===== src/sv/ryp_pkg.sv =====
// ----------------------------------------------------------------------------
// ryp_pkg
// Types, constants and helpers of the RGB to planar YUV 4:2:0 converter.
// ----------------------------------------------------------------------------
package ryp_pkg;

	localparam int MAX_WIDTH  = 2048;
	localparam int MAX_HEIGHT = 2048;
	localparam int LINE_DEPTH = MAX_WIDTH / 2;
	localparam int LINE_AW    = $clog2(LINE_DEPTH);

	localparam int REG_W     = 12;
	localparam int CNT_W     = 11;
	localparam int SZ_W      = CNT_W + 2;
	localparam int SMP_W     = 8;
	localparam int PIX_W     = 3 * SMP_W;
	localparam int SUM_W     = SMP_W + 1;
	localparam int TOT_W     = SMP_W + 2;
	localparam int LINE_W    = 3 * SUM_W;
	localparam int LUMA_AW   = 22;
	localparam int CHROMA_AW = 20;
	localparam int YACC_W    = 2 * SMP_W;

	localparam int PADDR_W = 4;
	localparam int PDATA_W = 32;

	localparam int QDEPTH = 8;
	localparam int QPTR_W = $clog2(QDEPTH);
	localparam int QCNT_W = $clog2(QDEPTH + 1);

	// luma weights, 8 fractional bits
	localparam int Y_WR  = 77;
	localparam int Y_WG  = 150;
	localparam int Y_WB  = 29;
	localparam int Y_RND = 128;

	// chroma weights on 2x2 sums, 10 fractional bits
	localparam int C_SHIFT  = 10;
	localparam int C_BIAS   = (128 << C_SHIFT) + 511;
	localparam int CACC_W   = C_SHIFT + SMP_W + 1;
	localparam int CB_WR    = 43;
	localparam int CB_WG    = 85;
	localparam int CB_WB    = 128;
	localparam int CR_WR    = 128;
	localparam int CR_WG    = 107;
	localparam int CR_WB    = 21;

	localparam logic [1:0] PLANE_Y  = 2'd0;
	localparam logic [1:0] PLANE_CB = 2'd1;
	localparam logic [1:0] PLANE_CR = 2'd2;

	localparam logic [1:0] REG_WIDTH  = 2'd0;
	localparam logic [1:0] REG_HEIGHT = 2'd1;
	localparam logic [1:0] REG_GRAY   = 2'd2;

	localparam logic [REG_W-1:0] WIDTH_RST  = REG_W'(MAX_WIDTH);
	localparam logic [REG_W-1:0] HEIGHT_RST = REG_W'(MAX_HEIGHT);
	localparam logic [SZ_W-1:0]  WIDTH_LIM  = SZ_W'((MAX_WIDTH / 2) * 2);
	localparam logic [SZ_W-1:0]  HEIGHT_LIM = SZ_W'((MAX_HEIGHT / 2) * 2);

	typedef struct packed {
		logic [REG_W-1:0] image_width;
		logic [REG_W-1:0] image_height;
		logic             gray_input;
	} cfg_t;

	typedef struct packed {
		logic [LUMA_AW-1:0]   luma_addr;
		logic [CHROMA_AW-1:0] chroma_addr;
		logic [SMP_W-1:0]     y;
		logic [SMP_W-1:0]     cb;
		logic [SMP_W-1:0]     cr;
		logic                 chroma;
		logic                 eof;
	} entry_t;

	typedef struct packed {
		logic   valid;
		entry_t entry;
	} q_xfer_t;

	// even size, at least 2, at most the even limit
	function automatic logic [SZ_W-1:0] effective_size(input logic [REG_W-1:0] raw,
			input logic [SZ_W-1:0] lim);
		logic [SZ_W-1:0] e;
		e = SZ_W'({raw[REG_W-1:1], 1'b0});
		if (e < SZ_W'(2)) e = SZ_W'(2);
		if (e > lim) e = lim;
		return e;
	endfunction

endpackage


===== src/sv/ryp_queue.sv =====
// ----------------------------------------------------------------------------
// ryp_queue
// Small FIFO of converted pixels between the front and the output sequencer.
// ----------------------------------------------------------------------------
module ryp_queue import ryp_pkg::*; (
	input  logic              clk,
	input  logic              arst_n,
	input  q_xfer_t           wr,
	input  logic              pop,
	output q_xfer_t           rd,
	output logic [QCNT_W-1:0] level
);

	entry_t              slots [QDEPTH];
	logic [QPTR_W-1:0]   wr_ptr_q, rd_ptr_q;
	logic [QCNT_W-1:0]   count_q;
	logic                do_pop;

	assign do_pop   = pop & (count_q != '0);
	assign rd.valid = count_q != '0;
	assign rd.entry = slots[rd_ptr_q];
	assign level    = count_q;

	always_ff @(posedge clk) begin
		if (wr.valid) begin
			slots[wr_ptr_q] <= wr.entry;
		end
	end

	always_ff @(posedge clk or negedge arst_n) begin
		if (!arst_n) begin
			wr_ptr_q <= '0;
			rd_ptr_q <= '0;
			count_q  <= '0;
		end else begin
			if (wr.valid) begin
				wr_ptr_q <= wr_ptr_q + QPTR_W'(1);
			end
			if (do_pop) begin
				rd_ptr_q <= rd_ptr_q + QPTR_W'(1);
			end
			count_q <= count_q + QCNT_W'(wr.valid) - QCNT_W'(do_pop);
		end
	end

endmodule


===== config.mk =====
export PLATFORM = sky130hd
export DESIGN_NAME = ryp_queue
export DESIGN_NICKNAME = d
export VERILOG_FILES = /design/src/sv/ryp_pkg.sv /design/src/sv/ryp_queue.sv
export SDC_FILE = /design/constraint.sdc
export NUM_CORES = 1
export LEC_CHECK = 0
export ABC_CLOCK_PERIOD_IN_PS = 5700
export BUFFER_PORTS_ARGS = -buffer_cell sky130_fd_sc_hd__buf_2
export CAP_MARGIN = 5
export CORE_MARGIN = 3
export CORE_UTILIZATION = 30
export DETAILED_ROUTE_END_ITERATION = 10
export PLACE_DENSITY = 0.44
export SYNTH_ARGS = -nofsm -noshare
export SYNTH_HDL_FRONTEND = slang
export SYNTH_SLANG_ARGS = --single-unit

===== constraint.sdc =====
create_clock -name clk -period 5.7 [get_ports clk]
set_input_delay 0.57 -clock clk [delete_from_list [all_inputs] [get_ports clk]]
set_output_delay 0.57 -clock clk [all_outputs]
set_load 0.02 [all_outputs]

-- After elaboration in Yosys (flattened, before gate mapping)
Memory sizes are Yosys's and may differ from the RTL's.
Cells that the tools add are included.
- flip-flop bits (word level): 10
- bits in writable memories: 544
- output and inout port bits: 73
- word-level logic and storage cells: 12
- memories: 1
- $add $sub $neg: 4
- muxes and demuxes: 2
- bitwise logic cells: 1
- reduce and logical (&&, ||, !) cells: 1
- memory list (memory ; words ; width ; read ports ; clocked after memory_dff ; write ports ; RTL line ; source):
    slots ; 8 ; 68 ; 1 ; 0 ; 1 ; ryp_queue.sv:14 ; entry_t slots [QDEPTH];
- operators by type and width (operator ; count):
    $add 3x1->3 const B ; 2
    $add 4x1->4 ; 1
    $reduce_bool 4->1 ; 1
    $sub 4x1->4 ; 1
    $mux 1 ; 2
    $and 1x1->1 ; 1

-- Longest topological paths before layout
Gate-level depths: netlist (run 1).
- word-level depth: 3
- gate-level depth with buffers: 11
- gate-level depth less buffers: 11

-- Worst setup path before layout (run 1)
Ideal clock, no wire load.
- path kind: input to register
- start point: input wr[68] in the netlist's numbering
- end point: memory slots[0][0] in the netlist's numbering (enable)
- arrival time: 5.283 ns
- slack: -0.160 ns
- stages on the path: 2
- path through: nand2b_1 > nor3_1
- word-level cells in the longest chain between the ends: 2
- ends and longest elaborated chain (item ; RTL line ; source):
    from (decl) ; ryp_queue.sv:8 ; input q_xfer_t wr,
    $mux 1 ; ryp_queue.sv:25 ; if (wr.valid) begin
    $mux 1 (implied by the code) ; ryp_queue.sv:26 ; slots[wr_ptr_q] <= wr.entry;
    to (decl) ; ryp_queue.sv:14 ;
No other way between the ends.

==> results.sh, run 1 <==
export IMPL_status="completed"
export IMPL_drtIter0Drc=602
export IMPL_hold_class="input port to register"
export IMPL_hold_start="wr[58]"
export IMPL_fin_skew_ns=0.0219
export IMPL_slew_headroom_pct=36.2
export IMPL_numCtsBuffers=60
export IMPL_grt_pass1_vias=10017
export IMPL_synth_edff_count=544
export IMPL_ant_nets=0
export IMPL_m1WireLength_um=20500
export IMPL_worstRegToRegCells=11
export IMPL_netlist_area_um2=21000
export IMPL_finalWirelength_um=45800
export IMPL_overflow=0
export IMPL_wl_met3_um=2000
export IMPL_nets=1111
export IMPL_wl_met2_um=22400
export IMPL_yosysTopAreaCellShare_pct=77.9
export IMPL_rsz0062_at_grt="no"
export IMPL_p_seq_share_pct=41.5
export IMPL_total_power_mw=13.3
export IMPL_ir_worst_vdd_mv=0.341
export IMPL_holdPathStages=1
export IMPL_synth_area_per_cell_um2=25.0
export IMPL_syn_instance_count=840
export IMPL_vias=9150
export IMPL_fillers=6384
export IMPL_io_pins=145
export IMPL_via_per_inst=4.54
export IMPL_final_seq_area_um2=16600
export IMPL_cp_slowest_cell="dfrtp_4"
export IMPL_setup_slack_ns=1.97
export IMPL_globalplace_congestion=0.640
export IMPL_fin_crit_sh_pct=65.4
export IMPL_power_switching_mw=4.09
export IMPL_synth_compound_area_share_pct=0.0597
export IMPL_die_area_um2=73100
export IMPL_postSynthRegisterBits=554
export IMPL_p_clk_share_pct=29.1
export IMPL_clock_latency_ns=0.61
export IMPL_synth_main_ff_cell="edfxtp_1"
export IMPL_ys_seq_area_share_pct=79.1
export IMPL_die_w_um=270
export IMPL_numPortBuffers=144
export IMPL_p_leak_nw=8.02
export IMPL_clk_pin_slew_ns=0.06
export IMPL_setup_tns_ns=0
export IMPL_tightest_slew_ns=0.957
export IMPL_drive_above_1_share_pct=44.0
export IMPL_cp_cell_sequence="buf_12 > mux4_2 > mux2_2 > buf_2"
export IMPL_cap_violations=0
export IMPL_path_max_fanout=42
export IMPL_place_worst_setup_slack_ns=2.50
export IMPL_synthMuxAreaShare_pct=18.4
export IMPL_routedWlPerCell_um=22.7
export IMPL_rrSetupSlack_ns=3.19
export IMPL_worstSetupPathType="register to output pin"
export IMPL_r2r_start="level[2]$_DFF_PN0_"
export IMPL_fp_dieH_um=270
export IMPL_synthDistinctLibCells=22
export IMPL_clock_path_buffers=3
export IMPL_hold_viol_final=0
export IMPL_htree_levels=2
export IMPL_hold_end="slots[0][58]$_DFFE_PP_"
export IMPL_postCtsResizedCells=0
export IMPL_fmax_mhz=268
export IMPL_hpwlAfterDp_um=24200
export IMPL_synth_top_family_by_area="multiplexers"
export IMPL_drv_slew=0
export IMPL_worstPathArrival_ns=3.16
export IMPL_start_util_pct=30.4
export IMPL_drc=0
export IMPL_syn_nets=920
export IMPL_critPathBufInv=2
export IMPL_grt_max_degree=58
export IMPL_cp_end_kind="output pin"
export IMPL_antenna_found_initial=4
export IMPL_drt_pass1_iter_count=4
export IMPL_synth_async_reset_ratio_pct=1.81
export IMPL_grtUsageTotal_pct=12.6
export IMPL_cts_tree="done"
export IMPL_synth_most_common_cell="edfxtp_1"
export IMPL_crit_family="flip-flops"
export IMPL_flow_area_growth_from_synthesis_pct=18.8
export IMPL_power_density_nw_per_um2=535
export IMPL_cp_slowest_stage_delay_ns=1.02
export IMPL_cp_required_ns=5.13
export IMPL_multi_input_area_um2=4170
export IMPL_core_area_um2=68900
export IMPL_final_min_clock_period_ns=3.73
export IMPL_grt_pass1_wl_um=68500
export IMPL_start_kind="register"
export IMPL_finalSetupViolations=0
export IMPL_yosys_area_share_simple_pct=0.382
export IMPL_synth_common_cells="edfxtp_1, mux4_2, mux2_2"
export IMPL_rr_endpoint="level[2]$_DFF_PN0_"
export IMPL_pwr_share_comb_pct=29.3
export IMPL_internal_power_mw=9.23
export IMPL_clock_tree_root_cell="clkbuf_16"
export IMPL_swShare_pct=30.7
export IMPL_synthAdderAreaFrac_pct=0.513
export IMPL_netlist_top_cells_area="edfxtp_1, mux4_2, mux2_2"
export IMPL_clock_sinks=554
export IMPL_yosysTopAreaCell="edfxtp_1"
export IMPL_synth_xor_area_share_pct=0.251
export IMPL_top_layer="met5"
export IMPL_rows=96
export IMPL_yosys_warnings=0
## worst register-to-register path, delay by kind of cell (launching register included)
kind	cells	cell delay [ns]
fa+ha+maj	4	0.98
simple gates	2	0.63
buf+inv	4	0.28
xor+xnor	1	0.14
flops	1	0.38
## cells by family (layout without fill, tap and decap cells)
kind of cell | after synthesis | after routing
buffers and inverters | 47 | 289
other | 0 | 1
flip-flops | 554 | 554
AND/OR/NAND/NOR | 17 | 17
AO/OA/AOI/OAI | 2 | 2
XOR/XNOR | 6 | 6
multiplexers | 206 | 206
adder cells (fa/ha/maj) | 8 | 8
## per-stage QoR
stage	utilization, %	hold WS (ns)	instance area [um^2]	cells
detailed placement	33.2	0.459	22900	1899
global route	36.1	0.208	24900	2013
finish	36.1	0.230	24900	2014
global placement	33.2	0.462	22900	1899
CTS	36.1	0.184	24900	2013
floorplan	-	0.274	21000	840
## routing by layer
metal	global-route usage, %	up-vias
met1	16.9	4943
met4	3.32	4
met3	2.74	62
li1	-	3979
met5	0	-
met2	20.9	162
## cell type report
cell class | instances | share of cell area, %
Tap cell | 931 | 4.68
Clock inverter | 36 | 1.51
Clock buffer | 77 | 6.49
Multi-Input combinational cell | 239 | 16.7
Sequential cell | 554 | 66.6
Timing Repair Buffer | 167 | 3.80
Antenna cell | 1 | 0.0100
Inverter | 9 | 0.136
## flip-flops by register name (all words and copies together), names as in the netlist
register and count:
slots 544, wr_ptr_q 3, level 4, rd_ptr_q 3
## cell usage in the layout, fill, tap and decap left out
cell	netlist	final
xor2_1	2	2
inv_1	9	9
nand3_1	1	1
dfrtp_1	10	7
diode_2	0	1
clkinv_4	0	2
nor2_4	0	6
or3b_2	1	1
buf_4	4	18
clkinv_1	0	8
clkbuf_1	6	13
clkbuf_8	0	3
fa_1	1	1
buf_12	0	4
mux4_2	136	136
a21oi_1	1	1
inv_6	0	2
clkinvlp_4	0	6
edfxtp_1	544	544
nand2b_1	3	3
xnor2_1	4	4
bufinv_16	0	7
nor3_4	0	2
clkbuf_16	0	61
a21o_1	1	1
dlygate4sd3_1	0	1
mux2_2	70	70
clkinv_2	0	11
buf_2	6	144
dfrtp_4	0	3
nand2_1	4	4
ha_1	7	7
## repair_timing
item                       CTS  global route
hold buffers                 1             0
hold endpoints to repair    10             0
setup endpoints to repair    0             0
buffers inserted             0             0
## worst max-delay path by stage
stage	start	endpoint	slack [ns]	depth (start not counted)
2_1_floorplan	wr[68]	slots[4][0]$_DFFE_PP_	1.66	2
3_3_place_gp	rd_ptr_q[0]$_DFFE_PN0P_	rd[67]	2.49	4
3_5_place_dp	rd_ptr_q[0]$_DFFE_PN0P_	rd[67]	2.50	4
4_1_cts	rd_ptr_q[0]$_DFFE_PN0P_	rd[67]	1.82	4
5_1_grt	rd_ptr_q[0]$_DFFE_PN0P_	rd[36]	1.70	4
6_report	rd_ptr_q[0]$_DFFE_PN0P_	rd[34]	1.97	4
## power groups by stage
stage / Combinational [mW] / Sequential, mW / Clock [mW]
floorplan: 2.98 / 5.37 / 0
global route: 4.24 / 5.61 / 4.19
detailed placement: 4.06 / 5.65 / 0
global placement: 4.06 / 5.63 / 0
finish: 3.91 / 5.53 / 3.88
CTS: 4.07 / 5.56 / 4.01
Power figures use the tool's default switching activity.
==> run 2: changes to the inputs <==
- ABC_AREA: not set -> 1
- ABC_CLOCK_PERIOD_IN_PS: 5700 -> 3600
- PLACE_DENSITY: 0.44 -> 0.42
- clock period: 5.7 -> 3.6 ns (I/O delays scaled with it)
==> results.sh, run 2 <==
export IMPL_cts_setup_buffers=0
export IMPL_ys_seq_area_share_pct=68.5
export IMPL_final_min_clock_period_ns=3.15
export IMPL_clock_path_buffers=3
export IMPL_yosysTopAreaCell="edfxtp_1"
export IMPL_ir_worst_vdd_mv=0.504
export IMPL_layout_common_cells="nand2_1, inv_1, edfxtp_1"
export IMPL_dp_cells=3538
export IMPL_fin_cells=3657
export IMPL_rows=103
export IMPL_grt_pass1_wl_um=94900
export IMPL_grtUsageTotal_pct=14.7
export IMPL_fp_dieH_um=290
export IMPL_swShare_pct=38.3
export IMPL_cp_required_ns=3.24
export IMPL_drc=0
export IMPL_worstSetupPathType="register to output pin"
export IMPL_postCtsResizedCells=0
export IMPL_drt_pass1_iter_count=5
export IMPL_cts_tree="done"
export IMPL_die_w_um=290
export IMPL_vias=15599
export IMPL_drtIter0Drc=987
export IMPL_status="completed"
export IMPL_hold_buffers=3
export IMPL_nets=2639
export IMPL_yosysTopAreaCellShare_pct=67.5
export IMPL_netlist_area_um2=24200
export IMPL_synth_most_common_cell="nand2_1"
export IMPL_synth_main_ff_cell="edfxtp_1"
export IMPL_clk_pin_slew_ns=0.06
export IMPL_hold_start="wr[21]"
export IMPL_p_seq_share_pct=36.4
export IMPL_start_kind="register"
export IMPL_crit_start="rd_ptr_q[0]$_DFFE_PN0P_"
export IMPL_largest_register="slots"
export IMPL_worstRegToRegCells=11
export IMPL_synth_area_per_cell_um2=10.0
export IMPL_hpwlAfterDp_um=31900
export IMPL_crit_path_end="rd[63]"
export IMPL_fin_crit_sh_pct=87.6
export IMPL_rsz0062_at_grt="no"
export IMPL_place_worst_setup_slack_ns=1.01
export IMPL_hold_viol_final=0
export IMPL_pwr_share_comb_pct=35.5
export IMPL_drv_slew=0
export IMPL_internal_power_mw=13.9
export IMPL_power_density_nw_per_um2=798
export IMPL_htree_levels=3
export IMPL_flow_area_growth_from_synthesis_pct=16.3
export IMPL_cp_end_kind="output pin"
export IMPL_start_util_pct=30.5
export IMPL_die_area_um2=84100
export IMPL_grt_pass1_vias=15388
export IMPL_p_leak_nw=12.9
export IMPL_finalWirelength_um=61900
export IMPL_path_max_fanout=75
export IMPL_power_switching_mw=8.60
export IMPL_fmax_mhz=317
export IMPL_grt_max_degree=135
export IMPL_drive_above_1_share_pct=10.4
export IMPL_synth_common_cells="nand2_1, inv_1, edfxtp_1"
export IMPL_rrSetupSlack_ns=1.40
export IMPL_syn_instance_count=2417
export IMPL_r2r_start="level[2]$_DFF_PN0_"
export IMPL_largest_reg_flops=544
export IMPL_synth_async_reset_ratio_pct=1.81
export IMPL_slew_headroom_pct=38.3
export IMPL_hold_class="input port to register"
export IMPL_finalSetupViolations=0
export IMPL_yosys_warnings=0
export IMPL_worstPathArrival_ns=2.79
export IMPL_overflow=0
export IMPL_ant_nets=0
export IMPL_numCtsBuffers=66
export IMPL_rr_endpoint="level[2]$_DFF_PN0_"
export IMPL_synth_edff_count=544
export IMPL_fin_skew_ns=0.0217
export IMPL_clock_latency_ns=0.58
export IMPL_p_clk_share_pct=28.1
export IMPL_clock_sinks=554
export IMPL_clock_tree_root_cell="clkbuf_16"
export IMPL_setup_slack_ns=0.447
export IMPL_tightest_slew_ns=0.926
export IMPL_numPortBuffers=144
export IMPL_routedWlPerCell_um=16.9
export IMPL_fillers=7942
export IMPL_netlist_top_cells_area="edfxtp_1, nand2_1, inv_1"
export IMPL_synthDistinctLibCells=19
export IMPL_total_power_mw=22.5
export IMPL_final_common_cell="nand2_1"
export IMPL_core_area_um2=79400
export IMPL_io_pins=145
export IMPL_globalplace_congestion=0.722
export IMPL_postSynthRegisterBits=554
export IMPL_syn_nets=2497
export IMPL_antenna_found_initial=8
export IMPL_via_per_inst=4.27
export IMPL_cap_violations=0
export IMPL_holdWs_ns=0.0498
run 2: changes by cell type in the layout (fill, tap and decap cells not counted), moves of 4 or more:
cell        previous run  this run
buf_12                 4         8
buf_4                 18        24
clkbuf_1              13        20
clkbuf_16             61        69
clkinv_2              11         6
clkinvlp_4             6         0
inv_1                  9       558
mux2_2                70         0
mux4_2               136         0
nand2_1                4       897
nand3_1                1       274
run 2: worst max-delay path: stages (launching register included):
cell and delay [ns]:
dfrtp_4 0.67, inv_8 0.46, buf_12 0.40, nand2_1 0.09, nand3_1 0.09, nand2_1 0.06, nand2_1 0.05, nand2_1 0.13
buf_2 0.19
run 2: routing by layer:
metal,track usage (%),wire (um),vias up
met5,0,28,-
met4,4.33,1270,4
met3,2.84,2840,87
met2,24.9,29400,262
met1,19.1,28300,7473
li1,-,-,7773
run 2: worst min path at each step:
| stage | slack [ns] | depth (start not counted) | to |
|---|---|---|---|
| floorplan | 0.06 | 0 | level[0]$_DFF_PN0_ |
| global placement | 0.25 | 1 | level[3]$_DFF_PN0_ |
| global route | 0.04 | 1 | slots[6][67]$_DFFE_PP_ |
| detailed placement | 0.25 | 1 | level[0]$_DFF_PN0_ |
| finish | 0.05 | 1 | slots[1][21]$_DFFE_PP_ |
| CTS | 0.005 | 1 | slots[1][17]$_DFFE_PP_ |
run 2: stage by stage:
stage | TNS (ns) | util (%) | cell area, um^2
after detailed placement | 0 | 32.9 | 26100
final | 0 | 35.5 | 28100
after CTS | 0 | 35.4 | 28100
after global routing | 0 | 35.4 | 28100
after floorplan | -127.85 | - | 24200
after global placement | 0 | 32.9 | 26100
run 2: cell families after synthesis:
kind of cell,count (synthesis),share of synthesized area (%)
AO/OA/AOI/OAI,4,0.0827
XOR/XNOR,5,0.181
adder cells (fa/ha/maj),8,0.445
buffers and inverters,666,11.0
flip-flops,554,68.5
AND/OR/NAND/NOR,1180,19.7
run 2: power by group through the flow:
stage | clock network (mW) | logic [mW] | registers (mW)
finish | 6.31 | 7.97 | 8.18
CTS | 6.54 | 8.24 | 8.19
global placement | 0 | 8.21 | 8.31
global route | 6.80 | 9.02 | 8.25
floorplan | 0 | 5.47 | 8.16
detailed placement | 0 | 8.21 | 8.32
run 2: area by class of cell:
type | instances | area, um^2 | area share, %
sequential | 554 | 16600 | 59.0
multi-input combinational | 1197 | 5010 | 17.8
inverter | 561 | 2120 | 7.52
clock buffer | 89 | 1800 | 6.40
tap | 1050 | 1310 | 4.67
timing repair buffer | 179 | 1090 | 3.88
clock inverter | 23 | 213 | 0.756
antenna | 4 | 10.0 | 0.0356
