$ cat src/sv/ryp_pkg.sv
// ----------------------------------------------------------------------------
// ryp_pkg
// Types, constants and helpers of the RGB to planar YUV 4:2:0 converter.
// ----------------------------------------------------------------------------
package ryp_pkg;

	localparam int MAX_WIDTH  = 2048;
	localparam int MAX_HEIGHT = 2048;
	localparam int LINE_DEPTH = MAX_WIDTH / 2;
	localparam int LINE_AW    = $clog2(LINE_DEPTH);

	localparam int REG_W     = 12;
	localparam int CNT_W     = 11;
	localparam int SZ_W      = CNT_W + 2;
	localparam int SMP_W     = 8;
	localparam int PIX_W     = 3 * SMP_W;
	localparam int SUM_W     = SMP_W + 1;
	localparam int TOT_W     = SMP_W + 2;
	localparam int LINE_W    = 3 * SUM_W;
	localparam int LUMA_AW   = 22;
	localparam int CHROMA_AW = 20;
	localparam int YACC_W    = 2 * SMP_W;

	localparam int PADDR_W = 4;
	localparam int PDATA_W = 32;

	localparam int QDEPTH = 8;
	localparam int QPTR_W = $clog2(QDEPTH);
	localparam int QCNT_W = $clog2(QDEPTH + 1);

	// luma weights, 8 fractional bits
	localparam int Y_WR  = 77;
	localparam int Y_WG  = 150;
	localparam int Y_WB  = 29;
	localparam int Y_RND = 128;

	// chroma weights on 2x2 sums, 10 fractional bits
	localparam int C_SHIFT  = 10;
	localparam int C_BIAS   = (128 << C_SHIFT) + 511;
	localparam int CACC_W   = C_SHIFT + SMP_W + 1;
	localparam int CB_WR    = 43;
	localparam int CB_WG    = 85;
	localparam int CB_WB    = 128;
	localparam int CR_WR    = 128;
	localparam int CR_WG    = 107;
	localparam int CR_WB    = 21;

	localparam logic [1:0] PLANE_Y  = 2'd0;
	localparam logic [1:0] PLANE_CB = 2'd1;
	localparam logic [1:0] PLANE_CR = 2'd2;

	localparam logic [1:0] REG_WIDTH  = 2'd0;
	localparam logic [1:0] REG_HEIGHT = 2'd1;
	localparam logic [1:0] REG_GRAY   = 2'd2;

	localparam logic [REG_W-1:0] WIDTH_RST  = REG_W'(MAX_WIDTH);
	localparam logic [REG_W-1:0] HEIGHT_RST = REG_W'(MAX_HEIGHT);
	localparam logic [SZ_W-1:0]  WIDTH_LIM  = SZ_W'((MAX_WIDTH / 2) * 2);
	localparam logic [SZ_W-1:0]  HEIGHT_LIM = SZ_W'((MAX_HEIGHT / 2) * 2);

	typedef struct packed {
		logic [REG_W-1:0] image_width;
		logic [REG_W-1:0] image_height;
		logic             gray_input;
	} cfg_t;

	typedef struct packed {
		logic [LUMA_AW-1:0]   luma_addr;
		logic [CHROMA_AW-1:0] chroma_addr;
		logic [SMP_W-1:0]     y;
		logic [SMP_W-1:0]     cb;
		logic [SMP_W-1:0]     cr;
		logic                 chroma;
		logic                 eof;
	} entry_t;

	typedef struct packed {
		logic   valid;
		entry_t entry;
	} q_xfer_t;

	// even size, at least 2, at most the even limit
	function automatic logic [SZ_W-1:0] effective_size(input logic [REG_W-1:0] raw,
			input logic [SZ_W-1:0] lim);
		logic [SZ_W-1:0] e;
		e = SZ_W'({raw[REG_W-1:1], 1'b0});
		if (e < SZ_W'(2)) e = SZ_W'(2);
		if (e > lim) e = lim;
		return e;
	endfunction

endpackage

$ cat src/sv/ryp_ifs.sv


interface ryp_sample_if;
	logic        valid;
	logic        ready;
	logic [1:0]  plane;
	logic [21:0] sample_address;
	logic [7:0]  sample_value;
	logic        last_of_item;
	logic        end_of_frame;

	modport source (output valid, output plane, output sample_address,
		output sample_value, output last_of_item, output end_of_frame, input ready);
	modport sink (input valid, input plane, input sample_address,
		input sample_value, input last_of_item, input end_of_frame, output ready);
endinterface

$ cat src/sv/ryp_back.sv
// ----------------------------------------------------------------------------
// ryp_back
// Output sequencer: turns each queued pixel into a Y beat, or Y, Cb, Cr beats.
// ----------------------------------------------------------------------------
module ryp_back import ryp_pkg::*; (
	input  logic        clk,
	input  logic        arst_n,
	input  q_xfer_t     rd,
	output logic        pop,
	ryp_sample_if.source sample
);

	entry_t     cur_q;
	logic       busy_q;
	logic [1:0] phase_q;
	logic [1:0] phase_nxt;
	logic       fire, last_beat;

	assign fire      = sample.valid & sample.ready;
	assign last_beat = (phase_q == PLANE_CR) || ((phase_q == PLANE_Y) && !cur_q.chroma);
	assign pop       = rd.valid && (!busy_q || (fire && last_beat));

	always_comb begin
		unique case (phase_q)
			PLANE_Y:  phase_nxt = PLANE_CB;
			PLANE_CB: phase_nxt = PLANE_CR;
			default:  phase_nxt = PLANE_Y;
		endcase
	end

	always_ff @(posedge clk or negedge arst_n) begin
		if (!arst_n) begin
			busy_q  <= 1'b0;
			phase_q <= PLANE_Y;
		end else if (pop) begin
			busy_q  <= 1'b1;
			phase_q <= PLANE_Y;
		end else if (fire && last_beat) begin
			busy_q  <= 1'b0;
			phase_q <= PLANE_Y;
		end else if (fire) begin
			phase_q <= phase_nxt;
		end
	end

	always_ff @(posedge clk) begin
		if (pop) begin
			cur_q <= rd.entry;
		end
	end

	always_comb begin
		sample.valid        = busy_q;
		sample.plane        = phase_q;
		sample.last_of_item = last_beat;
		sample.end_of_frame = last_beat & cur_q.eof;
		unique case (phase_q)
			PLANE_Y: begin
				sample.sample_address = cur_q.luma_addr;
				sample.sample_value   = cur_q.y;
			end
			PLANE_CB: begin
				sample.sample_address = LUMA_AW'(cur_q.chroma_addr);
				sample.sample_value   = cur_q.cb;
			end
			default: begin
				sample.sample_address = LUMA_AW'(cur_q.chroma_addr);
				sample.sample_value   = cur_q.cr;
			end
		endcase
	end

endmodule

$ cat src/flat_wrapper.sv
// flat-port wrapper written by rule: the top's interface ports become plain ports
module ryp_back_flat import ryp_pkg::*;
  (clk, arst_n, rd, pop, sample_valid, sample_plane, sample_sample_address, sample_sample_value, sample_last_of_item, sample_end_of_frame, sample_ready);
  ryp_sample_if sample_i ();
  input  logic clk;
  input  logic arst_n;
  input  q_xfer_t rd;
  output logic pop;
  output wire logic [$bits(sample_i.valid)-1:0] sample_valid;
  output wire logic [$bits(sample_i.plane)-1:0] sample_plane;
  output wire logic [$bits(sample_i.sample_address)-1:0] sample_sample_address;
  output wire logic [$bits(sample_i.sample_value)-1:0] sample_sample_value;
  output wire logic [$bits(sample_i.last_of_item)-1:0] sample_last_of_item;
  output wire logic [$bits(sample_i.end_of_frame)-1:0] sample_end_of_frame;
  input wire logic [$bits(sample_i.ready)-1:0] sample_ready;
  assign sample_valid = sample_i.valid;
  assign sample_plane = sample_i.plane;
  assign sample_sample_address = sample_i.sample_address;
  assign sample_sample_value = sample_i.sample_value;
  assign sample_last_of_item = sample_i.last_of_item;
  assign sample_end_of_frame = sample_i.end_of_frame;
  assign sample_i.ready = sample_ready;
  ryp_back u_core (.clk(clk), .arst_n(arst_n), .rd(rd), .pop(pop), .sample(sample_i));
endmodule
$ cat config.mk
export PLATFORM = sky130hd
export DESIGN_NAME = ryp_back_flat
export DESIGN_NICKNAME = d
export VERILOG_FILES = /design/src/sv/ryp_pkg.sv /design/src/sv/ryp_ifs.sv /design/src/sv/ryp_back.sv /design/src/flat_wrapper.sv
export SDC_FILE = /design/constraint.sdc
export NUM_CORES = 1
export LEC_CHECK = 0
export ABC_AREA = 0
export BUFFER_PORTS_ARGS = -buffer_cell sky130_fd_sc_hd__buf_2
export CAP_MARGIN = 30
export CORE_ASPECT_RATIO = 0.75
export CORE_UTILIZATION = 43
export DETAILED_ROUTE_END_ITERATION = 8
export GPL_TIMING_DRIVEN = 0
export PLACE_DENSITY_LB_ADDON = 0.25
export SYNTH_ARGS = -nofsm -noshare
export SYNTH_HDL_FRONTEND = slang
export SYNTH_SLANG_ARGS = --single-unit
$ cat constraint.sdc
create_clock -name clk -period 2.9 [get_ports clk]
set_input_delay 0.29 -clock clk [delete_from_list [all_inputs] [get_ports clk]]
set_output_delay 0.29 -clock clk [all_outputs]
set_load 0.01 [all_outputs]
; Word-level counts from Yosys, hierarchy flattened
; Index checks and enable logic that the tools add are counted.
[word_totals]
reg_bits = 71
in_bits = 72
out_inout_bits = 36
elab_cells = 31
[classes]
eq_ne = 2
mux = 8
bitwise = 2
reduce_logical = 10
[ops]
columns = operator, count
row1 = $mux W22, 1
row2 = $pmux W8 S2, 1
row3 = $mux W2, 3
row4 = $pmux W2 S2, 1
row5 = $logic_and A1 B1 Y1, 3
row6 = $reduce_bool A3 Y1, 1
row7 = $and A1 B1 Y1, 2
row8 = $eq A2 B1 Y1 const B, 1
row9 = $eq A2 B2 Y1 const B, 1
row10 = $logic_not A1 Y1, 2
row11 = $logic_not A2 Y1, 1
row12 = $logic_or A1 B1 Y1, 2
row13 = $mux W1, 2
row14 = $reduce_bool A2 Y1, 1

; Longest topological paths before layout
; Gate-level depths: netlist of the first run.
[logic_depth]
word_depth = 7
mapped_depth = 4
mapped_depth_nobuf = 3

; Worst setup path before layout of the first run
; Ideal clock, no wire load.
[synth_timing]
kind = register -> register
from = reg u_core.phase_q[1], in the netlist u_core.sample.plane[1]
to = reg u_core.cur_q[0] (netlist bit), enable pin
setup_ns = 0.437
t_arrival_ns = 2.534
t_required_ns = 2.463
slack_ns = -0.071
stages_incl_launch_ff = 5
n_path_buf = 1
period_less_slack_ns = 2.971
path_cell_list = dfrtp_1 -> buf_6 -> nor2b_4 -> o21ai_2 -> and2_1
[synth_via]
elab_chain_len = 6
word_cells_on_any_way = 7
cone_classes = 1 x eq/ne / 6 x reduce/logical
[synth_rtl]
columns = item, line
row1 = start: declaration, ryp_back.sv:15  ; logic [1:0] phase_q;
row2 = start signal: assignment, ryp_back.sv:42  ; phase_q <= phase_nxt;
row3 = $logic_not A2 Y1, ryp_back.sv:20  ; assign last_beat = (phase_q == PLANE_CR) || ((phase_q == PLANE_Y) && !cur_q.chroma);
row4 = $logic_and A1 B1 Y1, ryp_back.sv:20
row5 = $logic_or A1 B1 Y1 *, ryp_back.sv:20
row6 = $logic_and A1 B1 Y1 *, ryp_back.sv:21  ; assign pop = rd.valid && (!busy_q || (fire && last_beat));
row7 = $logic_or A1 B1 Y1 *, ryp_back.sv:21
row8 = $logic_and A1 B1 Y1 *, ryp_back.sv:21
row9 = via pop, flat_wrapper.sv:8  ; output logic pop;
row10 = end signal: assignment, ryp_back.sv:48  ; cur_q <= rd.entry;
row11 = end: declaration, ryp_back.sv:13  ; entry_t cur_q;
; Mark *: on every way through the listed nets, which the timed path passes. The rest lies on a longest branch.
; A chain may end at the register's enable or synchronous reset.

; Final worst setup path of the first run
[layout_timing]
from = reg u_core.phase_q[1], in the netlist u_core.sample.plane[1]
to = out pop
[layout_via]
elab_chain_len = 6
word_cells_on_any_way = 7
cone_classes = 1 x eq/ne / 6 x reduce/logical
[layout_rtl]
columns = item, line
row1 = $logic_not A2 Y1, ryp_back.sv:20
row2 = $logic_and A1 B1 Y1, ryp_back.sv:20
row3 = $logic_or A1 B1 Y1 *, ryp_back.sv:20
row4 = $logic_and A1 B1 Y1 *, ryp_back.sv:21
row5 = $logic_or A1 B1 Y1 *, ryp_back.sv:21
row6 = $logic_and A1 B1 Y1 *, ryp_back.sv:21
row7 = end: declaration, flat_wrapper.sv:8
; Every way passes the cells marked *; elsewhere a longest branch is shown, timed or not.

==> flow_results.org, run 1 <==
** STA
- Setup violations remaining at the end of the flow were counted as 0.
- Hold is met by 0.1200 ns.
- The routed design could run at a clock period as short as 2.519 ns.
- Unrepaired setup endpoints after global routing :: no
- The final hold violation count came to 0.
- The clock arrives with 0.003849 ns of skew.
- The number of pins exceeding their max-slew limit in the final report is 0.
- Final clock period utilization by the worst path :: 0.8685
- Normalized max-slew margin :: 0.4006
- Transition time of the tightest slew-check pin :: 0.8990 ns
- Worst path setup slack after routing :: 0.3815 ns
- After routing, the total negative slack on setup checks comes to 0 ns.
- For this run, the top clock speed supported by timing is 0.3971 GHz.

** Route
- Top layer in use :: met4
- Met1 Wirelength :: 1982 um
- DRT Wirelength :: 4611 um
- Number of nets still failing antenna checks after routing :: 0
- Using the TritonRoute via totals, the vias-per-cell ratio works out to 4.532.
- TritonRoute pass-1 iters :: 4
- Drt initial violations :: 80
- The routed layout has 1541 vias.
- After detailed routing, the met3 layer carries 421 um of wire.
- Residual DRC :: 0
- Routed len/inst :: 13.56 um
- Routed met2 length :: 2158 um

** Job
- Maxcap violations :: 0

** Final layout
- Counting the fill cells in the layout gives 482.
- Area occupied by multi-input gates :: 574.3 um^2
- Diode insertion count for antenna repair :: 0
- Growth of design area from synthesis to finish :: 29.91%
- Across the whole layout, storage elements account for 0.002117 mm^2.
- Share of post-route cells with drive strength above 1 :: 0.5725
- At the end of the flow, the number of nets in the layout was 330.

** Synth
- Area share of the leading cell type in the synthesized netlist :: 0.7418
- In the post-synthesis netlist, the biggest area contributors are sky130_fd_sc_hd__edfxtp_1 (74%), sky130_fd_sc_hd__mux2_4 (9.8%), sky130_fd_sc_hd__mux2i_1 (2.9%).
- Synth area leader :: sky130_fd_sc_hd__edfxtp_1
- Synthesis produced a netlist whose cell count is 139.
- Share of async-settable or async-resettable flops after synthesis :: 0.04225
- For this run, the number of Yosys warnings is 0.
- The mapped netlist covers 0.002753 mm^2.
- Synthesized area divided by synthesized cell count :: 19.80 um^2
- Most common cell in the synthesized netlist :: sky130_fd_sc_hd__edfxtp_1
- Synthesized net count :: 211
- Most used flip-flop cell after synthesis :: sky130_fd_sc_hd__edfxtp_1
- After synthesis, the most frequently instantiated cells are sky130_fd_sc_hd__edfxtp_1 (68), sky130_fd_sc_hd__mux2_4 (18), sky130_fd_sc_hd__o21ai_0 (11), sky130_fd_sc_hd__nand2_1 (9), sky130_fd_sc_hd__mux2i_1 (8).
- Of the synthesized area, sequential elements account for 0.7691.
- Counting flops with a built-in enable in the synthesized netlist gives 68.
- Count of unique library cells instantiated by Yosys :: 19
- The synthesized design contains 71 register bits.

** CTS
- CTS Buf Count :: 9
- CTS Buffer Depth :: 2
- Maximum level of the CTS H-tree :: 3
- For the worst-skew pair, the clock arrives at the later sink with an insertion delay of 0.34 ns.
- Clock transition at path regs :: 0.07 ns
- After clock tree synthesis, the repair step resized 0 gates.
- The root buffer cell chosen for the clock tree is sky130_fd_sc_hd__clkbuf_8.
- Clock tree from TritonCTS :: done
- The clock drives 71 sinks.

** Setup path
- Delay of the slowest critical-path stage :: 0.71 ns
- Crit. End Element :: output pin
- Of all nets on the critical path, the largest fanout is 69.
- The slowest stage of the critical path belongs to the cell sky130_fd_sc_hd__and2_4.
- STA classifies the critical path startpoint as a flip-flop.
- Critical path arrival :: 2.23 ns
- Required arrival time at the worst endpoint :: 2.61 ns
- The signal on the critical path passes through buf_6 > nor2b_4 > o21ai_2 > and2_4 > buf_2.
- The critical path contains buffers and inverters numbering 2 combined.
- The cell family contributing the most delay on the critical path is simple AND/OR/NAND/NOR gates.
- The critical path is of the flip-flop to output pin type.

** Floorplan
- The die covers 0.006729 mm^2.
- The core region is 0.006006 mm^2.
- The die is 94.39 um wide.
- In this run the count of I/O pins placed on the die edge is 108.
- Number of placement rows :: 24
- Initial standard-cell utilization of the core :: 0.4583
- Measured along the y axis, the die boundary spans 71.29 um.

** Place
- At the end of routability-driven placement, the weighted congestion stood at 0.7203.
- Port Buffers :: 107
- Prior to clock tree synthesis, the placed netlist has a worst setup slack of 0.7213 ns.
- Once detailed placement completed, the half-perimeter wirelength came to 3062 um.

** Status
- Status :: complete, no violations

** Power
- Cell Pwr Density :: 769.2 mW/mm^2
- Max IR drop VDD :: 0.3893 mV
- Leakage component of the power :: 1.485 nW
- Power, Total :: 2.751 mW

** Global route
- For this run, the total global-route usage over all layers was measured as 0.1438.
- Summed over all layers, the global routing overflow is 0.
- Number of antenna violations at the first check in global routing :: 0
- Entering global routing, the biggest net connects 70 pins.
- Wire length of the first global-routing pass :: 6879 um
- The number of global-route vias before repair was 1475.

** Worst hold path
- Worst hold-check path type :: input port to flip-flop
## routing by layer
metal / GRT usage / up-vias
li1: - / 764
met1: 0.1733 / 704
met2: 0.2158 / 67
met3: 0.08280 / 6
met4: 0.05128 / 0
met5: 0 / -
## path summary, 6_finish.rpt
path,slack [ns],start,endpoint,cells past startpoint
setup / recovery,0.38,u_core.sample.plane[1],pop,5
hold / removal,0.12,rd[44],u_core.cur_q[44],1
setup reg to reg,0.89,u_core.sample.plane[1],u_core.cur_q[62],4
hold reg to reg,0.61,u_core.sample.valid,u_core.sample.valid,2
max in group asynchronous,2.52,arst_n,u_core.sample.valid,2
min in group asynchronous,0.27,arst_n,u_core.sample.plane[0],2
## logic make-up after synthesis
| logic type | after synthesis | share of synthesized area |
|---|---|---|
| flops | 71 | 0.7691 |
| mux | 28 | 0.1355 |
| simple gates | 22 | 0.04909 |
| compound gates | 12 | 0.02318 |
| buf+inv | 6 | 0.02318 |
## worst register-to-register path, stage by stage (launching register included)
cell and delay, ns:
sky130_fd_sc_hd__dfrtp_1 0.47, sky130_fd_sc_hd__buf_6 0.19, sky130_fd_sc_hd__nor2b_4 0.06, sky130_fd_sc_hd__o21ai_2 0.14
sky130_fd_sc_hd__and2_4 0.71
## repair_timing
item / in CTS / in global routing
hold buffers: 1 / 0
buffers inserted: 0 / 0
endpoints found under the hold margin: 3 / 0
## stage by stage
| step | utilization | area (um^2) | std cells |
|---|---|---|---|
| 5_1_grt | 0.5954 | 3576 | 340 |
| 3_5_place_dp | 0.5642 | 3388 | 324 |
| 3_3_place_gp | 0.5640 | 3387 | 324 |
| 6_report | 0.5954 | 3576 | 340 |
| 4_1_cts | 0.5954 | 3576 | 340 |
| 2_1_floorplan | - | 2754 | 139 |
## where the power goes
part	switching (mW)	internal [mW]	leakage, nW
clock	0.334	0.385	0.0872
sequential	0.0333	1.25	0.667
combinational	0.367	0.382	0.731
total	0.734	2.02	1.48
## sequential cells by signal, summed over array words and instances, names as in the netlist
register and cells:
u_core.sample.plane 2, u_core.cur_q 68, u_core.sample.valid 1
## layout make-up
cell class	count	area share
clock inverter	5	0.01400
buffer	6	0.01784
timing repair buffer	108	0.1526
tap	78	0.02729
multi-input combinational	62	0.1606
clock buffer	10	0.03569
sequential	71	0.5920
## layout by cell type (no fill, tap or decap)
master / count
sky130_fd_sc_hd__and2_1: 3
sky130_fd_sc_hd__nor2_8: 1
sky130_fd_sc_hd__bufinv_16: 1
sky130_fd_sc_hd__edfxtp_1: 68
sky130_fd_sc_hd__clkbuf_1: 1
sky130_fd_sc_hd__buf_4: 1
sky130_fd_sc_hd__buf_2: 107
sky130_fd_sc_hd__mux2_2: 2
sky130_fd_sc_hd__mux2_4: 18
sky130_fd_sc_hd__clkinv_1: 2
sky130_fd_sc_hd__dfrtp_1: 3
sky130_fd_sc_hd__nor2_2: 1
sky130_fd_sc_hd__nor2_1: 1
sky130_fd_sc_hd__dlygate4sd3_1: 1
sky130_fd_sc_hd__nand3_1: 1
sky130_fd_sc_hd__nand2b_1: 2
sky130_fd_sc_hd__nor2b_4: 1
sky130_fd_sc_hd__and2_4: 1
sky130_fd_sc_hd__clkinvlp_4: 1
sky130_fd_sc_hd__mux2i_1: 8
sky130_fd_sc_hd__o21ai_2: 1
sky130_fd_sc_hd__o21ai_0: 11
sky130_fd_sc_hd__nand2_1: 9
sky130_fd_sc_hd__nor2b_1: 1
sky130_fd_sc_hd__clkinv_2: 1
sky130_fd_sc_hd__buf_6: 5
sky130_fd_sc_hd__clkbuf_8: 9
sky130_fd_sc_hd__nand4b_1: 1
Note: power is estimated with default switching activity, not from simulation.
==> run 2: changes to the inputs <==
--- a/config.mk
+++ b/config.mk
@@ -9,5 +9,5 @@
 export BUFFER_PORTS_ARGS = -buffer_cell sky130_fd_sc_hd__buf_2
 export CAP_MARGIN = 30
-export CORE_ASPECT_RATIO = 0.75
+export CORE_ASPECT_RATIO = 1.2
 export CORE_UTILIZATION = 43
 export DETAILED_ROUTE_END_ITERATION = 8
==> constraint.sdc (replaced) <==
create_clock -name clk -period 2.9 [get_ports clk]
set_input_delay 0.725 -clock clk [delete_from_list [all_inputs] [get_ports clk]]
set_output_delay 0.725 -clock clk [all_outputs]
set_load 0.01 [all_outputs]
==> flow_results.org, run 2 (synthesis results as in run 1) <==
** Setup path
- The setup slack on the worst flop-to-flop path was 0.91 ns (was 0.89 ns).
- The endpoint required time on the critical path came to 2.17 ns (was 2.61 ns).
- Crit. End Element :: output pin (unchanged)
- The worst path arrival time was 1.93 ns (was 2.23 ns).
- Launch point of the worst reg-to-reg path :: u_core.sample.plane[1] (unchanged)
- The path depth of the worst reg2reg path came to 4 (unchanged).
- Worst-path fanout max :: 35 (was 69)
- The category of the worst setup path launch point is a flip-flop (unchanged).
- Reg-to-reg endpoint :: u_core.cur_q[10] (was u_core.cur_q[62])
- The category of the most critical setup path is flip-flop to output pin (unchanged).

** CTS
- Number of post-CTS setup repair buffers :: 0 (unchanged)
- The clock tree from TritonCTS is done (unchanged).
- Clock transition at path regs :: 0.06 ns (was 0.07 ns)
- The maximum level of the CTS H-tree was 3 (unchanged).
- CTS Buffer Depth :: 2 (unchanged)
- The number of buffers inserted during clock tree synthesis was 9 (unchanged).
- Buffer type at the clock tree root :: sky130_fd_sc_hd__clkbuf_8 (unchanged)
- The cts-stage hold buffer count came to 0 (was 1).
- Sink count of the clock tree :: 71 (unchanged)
- Number of cells upsized or downsized after cts :: 0 (unchanged)
- Clock latency on the worst-skew pair :: 0.34 ns (about the same)

** STA
- The max-slew headroom at the worst pin was 0.4586 (was 0.4006).
- Unrepaired setup endpoints after global routing :: no (unchanged)
- The number of pins exceeding their max-slew limit in the final report came to 0 (unchanged).
- TNS Setup :: 0 ns (unchanged)
- The setup violation total in the final timing report was 0 (unchanged).
- Final clock period utilization by the worst path :: 0.9147 (was 0.8685)
- The worst-case clock skew was 0.009002 ns (was 0.003849 ns).
- Highest clock rate :: 0.3770 GHz (was 0.3971 GHz)
- Hold Vio Cnt, Final :: 0 (unchanged)
- Shortest period the worst path allows :: 2.653 ns (was 2.519 ns)
- The minimum setup slack in the final design is 0.2474 ns (was 0.3815 ns).
- Transition time of the tightest slew-check pin :: 0.8121 ns (was 0.8990 ns)

** Place
- Port Buffers :: 107 (unchanged)
- The setup slack after placement was 0.09419 ns (was 0.7213 ns).
- The placed cell count was 328 (was 324).
- Final HPWL from detailed placement :: 3373 um (was 3062 um)
- The area of placed instances was 0.003393 mm^2 (was 0.003388 mm^2).
- Global placer's final weighted congestion :: 0.6636 (was 0.7203)

** Final layout
- The area added between synthesis and finish was 30.09% (was 29.91%).
- The flip-flop count of the largest register, all copies and words added is 68 (unchanged).
- Most frequent cells in the layout :: sky130_fd_sc_hd__buf_2 (107), sky130_fd_sc_hd__edfxtp_1 (68), sky130_fd_sc_hd__mux2_4 (18) (unchanged)
- The final standard cell area without fillers came to 0.003581 mm^2 (was 0.003576 mm^2).
- The post-layout net count is 330 (unchanged).
- Share of post-route cells with drive strength above 1 :: 0.5779 (was 0.5725)
- The most flop-heavy register was u_core.cur_q (unchanged).
- The number of standard cells in the layout, taps in and fillers out came to 345 (was 340).
- Most common cell after layout, fill and taps aside :: sky130_fd_sc_hd__buf_2 (unchanged)
- The diode insertion count for antenna repair is 0 (unchanged).

** Job
- The max-capacitance violation count was 0 (unchanged).

** Floorplan
- The count of pins on the block boundary was 108 (unchanged).
- Die Ht :: 89.65 um (was 71.29 um)
- Initial standard-cell utilization of the core :: 0.4520 (was 0.4583)
- The core area is 0.006090 mm^2 (was 0.006006 mm^2).
- Number of placement rows :: 31 (was 24)
- Area of the die :: 0.006727 mm^2 (was 0.006729 mm^2)
- The die span in x was 75.04 um (was 94.39 um).

** Global route
- The total congestion overflow came to 0 (unchanged).
- The global-route wire length before repair came to 7307 um (was 6879 um).
- GRT Total Usage :: 0.1554 (was 0.1438)
- The number of global-route vias before repair is 1578 (was 1475).
- The largest net degree at the start of global routing is 36 (was 70).
- The number of antenna violations at the first check in global routing is 0 (unchanged).

** Status
- Status: complete, no violations (unchanged).

** Worst hold path
- The class of the worst hold path is input port to asynchronous set/reset pin (was input port to flip-flop).

** Power
- The maximum vdd ir drop came to 0.4018 mV (was 0.3893 mV).
- The power per cell area came to 770.4 mW/mm^2 (was 769.2 mW/mm^2).
- Leakage component of the power :: 1.491 nW (was 1.485 nW)

** Route
- DRT Wirelength :: 4889 um (was 4611 um)
- The total via count in the routed design was 1602 (was 1541).
- The vias per cell came to 4.643 (was 4.532).
- Residual DRC :: 0 (unchanged)
- Number of nets still failing antenna checks after routing :: 0 (unchanged)
- The per-cell routed wire length is 14.17 um (was 13.56 um).
- Drt initial violations :: 62 (was 80)
- TritonRoute pass-1 iters :: 3 (was 4)
==> run 2: cell count changes in the layout (fill, tap and decap cells not counted) <==
cell and change:
sky130_fd_sc_hd__clkinvlp_4 -1, sky130_fd_sc_hd__and2_2 +1, sky130_fd_sc_hd__clkinv_1 -1, sky130_fd_sc_hd__clkinv_2 +2, sky130_fd_sc_hd__dlygate4sd3_1 -1, sky130_fd_sc_hd__clkbuf_1 +1
==> run 2: how the worst max path moves through the flow <==
| stage | start | endpoint | slack (ns) | cells past startpoint |
|---|---|---|---|---|
| floorplan | sample_ready | pop | 0.33 | 3 |
| global placement | sample_ready | pop | -0.37 | 5 |
| detailed placement | sample_ready | pop | 0.09 | 5 |
| CTS | u_core.sample.plane[1] | pop | 0.20 | 5 |
| global route | u_core.sample.plane[1] | pop | 0.10 | 5 |
| finish | u_core.sample.plane[1] | pop | 0.25 | 5 |
==> run 2: layout make-up <==
| class | count | area [um^2] |
|---|---|---|
| clock inverter | 5 | 48.80 |
| fill | 501 | 2509 |
| tap | 82 | 102.6 |
| sequential | 71 | 2117 |
| multi-input combinational | 63 | 581.8 |
| clock buffer | 11 | 131.4 |
| timing repair buffer | 107 | 535.5 |
| buffer | 6 | 63.81 |
==> run 2: where the power goes <==
group	switching, mW	leakage, nW	internal [mW]
clock network	0.337	0.0945	0.391
logic	0.366	0.730	0.382
registers	0.0346	0.667	1.25
total	0.737	1.49	2.02
==> run 2: per-stage QoR <==
step | utilization | total power [mW] | hold slack [ns]
final | 0.5880 | 2.759 | 0.1798
after global placement | 0.5570 | 2.057 | 0.5255
after CTS | 0.5880 | 2.795 | 0.1680
after detailed placement | 0.5572 | 2.066 | 0.5260
after global routing | 0.5880 | 2.899 | 0.1637
after floorplan | - | 1.805 | 0.4294
==> run 2: routing by layer <==
layer  GRT usage  share of wire
met1      0.1675           0.40
met3     0.06027          0.084
met4      0.1081          0.027
met2      0.2506           0.49
met5           0              0
==> run 2: worst max-delay path, stage by stage, from the launching register on <==
cell and delay (ns):
sky130_fd_sc_hd__dfrtp_1 0.49, sky130_fd_sc_hd__buf_6 0.19, sky130_fd_sc_hd__nor2b_4 0.06, sky130_fd_sc_hd__o21ai_2 0.17, sky130_fd_sc_hd__and2_4 0.47, sky130_fd_sc_hd__buf_2 0.22
==> run 3: changes to the inputs <==
Settings changed: CORE_ASPECT_RATIO 1.2 to default, HOLD_SLACK_MARGIN from default to 0.1.
==> flow_results.org, run 3 (synthesis results as in run 1) <==
** Job
- The max-capacitance violation count is 0 (unchanged).

** Power
- Cell Pwr Density :: 771.9 mW/mm^2 (was 770.4 mW/mm^2)
- Power, Total :: 2.756 mW (was 2.759 mW)
- Share of total power in sequential cells :: 0.465 (about the same)
- Proportion of power drawn by the clock network :: 0.261 (was 0.264)
- The maximum vdd ir drop was 0.4660 mV (was 0.4018 mV).
- Leakage component of the power :: 1.489 nW (was 1.491 nW)
- The switching power is 0.7398 mW (was 0.7374 mW).
- The switching share of power is 0.2684 (was 0.2673).
- The share of total power in combinational logic was 0.274 (was 0.271).
- The internal cell power came to 2.017 mW (was 2.021 mW).

** Route
- The total via count in the routed design was 1578 (was 1602).
- Residual DRC :: 0 (unchanged)
- Number of nets still failing antenna checks after routing :: 0 (unchanged)
- The final wirelength came to 4787 um (was 4889 um).
- Mean number of vias per cell :: 4.669 (was 4.643)
- The number of violations reported at the end of detailed-routing iteration 0 is 57 (was 62).
- The number of iterations in the first detailed-routing pass was 4 (was 3).
- The per-cell routed wire length was 14.16 um (was 14.17 um).

** CTS
- The clock tree from TritonCTS was done (unchanged).
- Clock transition at path regs :: 0.06 ns (about the same)
- The number of sinks handled by clock tree synthesis is 71 (unchanged).
- Buffer type at the clock tree root :: sky130_fd_sc_hd__clkbuf_8 (unchanged)
- Clock latency on the worst-skew pair :: 0.34 ns (about the same)
- Number of cells upsized or downsized after cts :: 0 (unchanged)
- CTS Buf Count :: 9 (unchanged)
- The maximum level of the CTS H-tree came to 3 (unchanged).
- The number of buffers on the longest clock path was 2 (unchanged).

** Final layout
- Final standard cell area without fillers :: 0.003571 mm^2 (was 0.003581 mm^2)
- Most common cell after layout, fill and taps aside :: sky130_fd_sc_hd__buf_2 (unchanged)
- The area added between synthesis and finish is 29.73% (was 30.09%).
- Final core utilization :: 0.5892 (was 0.5880)
- Most frequent cells in the layout :: sky130_fd_sc_hd__buf_2 (107), sky130_fd_sc_hd__edfxtp_1 (68), sky130_fd_sc_hd__mux2_4 (18) (unchanged)
- The diode insertion count for antenna repair came to 0 (unchanged).
- The fraction of layout cells with a size suffix above 1 came to 0.5741 (was 0.5779).
- The most flop-heavy register is u_core.cur_q (unchanged).
- Final layout net count :: 330 (unchanged)
- Fillers :: 509 (was 501)
- Flip-flop count of the largest register after layout :: 68 (unchanged)

** Global route
- Pin count of the biggest net entering global routing :: 36 (unchanged)
- The global-route wire length before repair is 6955 um (was 7307 um).
- The total global routing track utilization came to 0.1481 (was 0.1554).
- The number of antenna violations at the first check in global routing is 0 (unchanged).
- The number of global-route vias before repair came to 1525 (was 1578).
- The total congestion overflow is 0 (unchanged).

** Floorplan
- The area of the die was 0.006726 mm^2 (was 0.006727 mm^2).
- Core Region :: 0.006061 mm^2 (was 0.006090 mm^2)
- Die Ht :: 82.01 um (was 89.65 um)
- Initial standard-cell utilization of the core :: 0.4542 (was 0.4520)
- Count of pins on the block boundary :: 108 (unchanged)
- Overall die width :: 82.01 um (was 75.04 um)
- Number of placement rows :: 28 (was 31)

** Setup path
- Setup crit start :: u_core.sample.plane[1] (unchanged)
- Type of origin of the critical path :: flip-flop (unchanged)
- The endpoint required time on the critical path was 2.17 ns (about the same).
- Setup slack, reg-to-reg :: 0.89 ns (was 0.91 ns)
- R2R cell count :: 4 (unchanged)
- Reg-to-reg endpoint :: u_core.cur_q[39] (was u_core.cur_q[10])
- The largest fanout on the critical path came to 35 (unchanged).
- The category of the most critical setup path is flip-flop to output pin (unchanged).
- Launch point of the worst reg-to-reg path :: u_core.sample.plane[1] (unchanged)
- The worst path arrival time was 1.92 ns (was 1.93 ns).
- Crit. End Element :: output pin (unchanged)

** STA
- Transition time of the tightest slew-check pin :: 0.8281 ns (was 0.8121 ns)
- The final sum of negative setup slack is 0 ns (unchanged).
- The final critical-path share of the clock period was 0.9112 (was 0.9147).
- Unrepaired setup endpoints after global routing: no (unchanged).
- The maximum clock frequency was 0.3784 GHz (was 0.3770 GHz).
- Pins over their slew limit :: 0 (unchanged)
- The setup violation total in the final timing report came to 0 (unchanged).
- The post-layout minimum cycle time was 2.642 ns (was 2.653 ns).
- The max-slew headroom at the worst pin came to 0.4479 (was 0.4586).
- Hold Vio Cnt, Final :: 0 (unchanged)
- Tightest hold margin :: 0.1752 ns (was 0.1798 ns)
- Clock Skew :: 0.01006 ns (was 0.009002 ns)

** Place
- Global placer's final weighted congestion :: 0.6492 (was 0.6636)
- The quantity of I/O buffers inserted on ports came to 107 (unchanged).
- Placed instance area :: 0.003385 mm^2 (was 0.003393 mm^2)
- The detailed placer's ending HPWL is 3235 um (was 3373 um).

** Worst hold path
- Worst hold-check path type :: input port to asynchronous set/reset pin (unchanged)

** Status
- Status :: complete, no violations (unchanged)
## run 3: critical path, cell delays in order, from the launching register on
cell                      delay (ns)
sky130_fd_sc_hd__dfrtp_1        0.47
sky130_fd_sc_hd__buf_6          0.19
sky130_fd_sc_hd__nor2b_4        0.06
sky130_fd_sc_hd__o21ai_2        0.18
sky130_fd_sc_hd__and2_4         0.47
sky130_fd_sc_hd__buf_2          0.22
## run 3: how the worst max path moves through the flow
stage | end | slack [ns] | depth (start not counted)
2_1_floorplan | pop | 0.33 | 3
4_1_cts | pop | 0.22 | 5
6_report | pop | 0.26 | 5
3_3_place_gp | pop | -0.35 | 5
5_1_grt | pop | 0.11 | 5
3_5_place_dp | pop | 0.10 | 5
## run 3: power groups by stage
stage	Sequential, mW	Combinational [mW]	Clock [mW]
floorplan	1.30	0.501	0
global placement	1.30	0.754	0
detailed placement	1.31	0.762	0
CTS	1.28	0.771	0.743
global route	1.29	0.829	0.771
finish	1.28	0.755	0.720
## run 3: through the flow
step	setup slack (ns)	instances
finish	0.2575	338
global route	0.1097	338
CTS	0.2165	338
detailed placement	0.1012	321
global placement	-0.3532	321
floorplan	0.3288	139
## run 3: layout make-up
| type | instances | area [um^2] | area share |
|---|---|---|---|
| clock buffer | 10 | 127.6 | 0.03574 |
| tap | 75 | 93.84 | 0.02628 |
| clock inverter | 6 | 51.30 | 0.01437 |
| timing repair buffer | 107 | 535.5 | 0.1500 |
| buffer | 6 | 63.81 | 0.01787 |
| multi-input combinational | 63 | 581.8 | 0.1629 |
| sequential | 71 | 2117 | 0.5929 |
## run 3: repair_timing
| action | 4_1_cts | 5_1_grt |
|---|---|---|
| endpoints found under the setup margin | 1 | 0 |
| setup buffers | 0 | 0 |
| hold buffers | 0 | 0 |
## run 3: per-layer routing
layer  GRT usage  share of wire  vias to the layer above
met5           0              0                        -
met4     0.08421          0.019                        0
met3     0.05111          0.082                        9
met2      0.2504           0.51                       63
met1      0.1610           0.39                      736
li1            -              -                      770
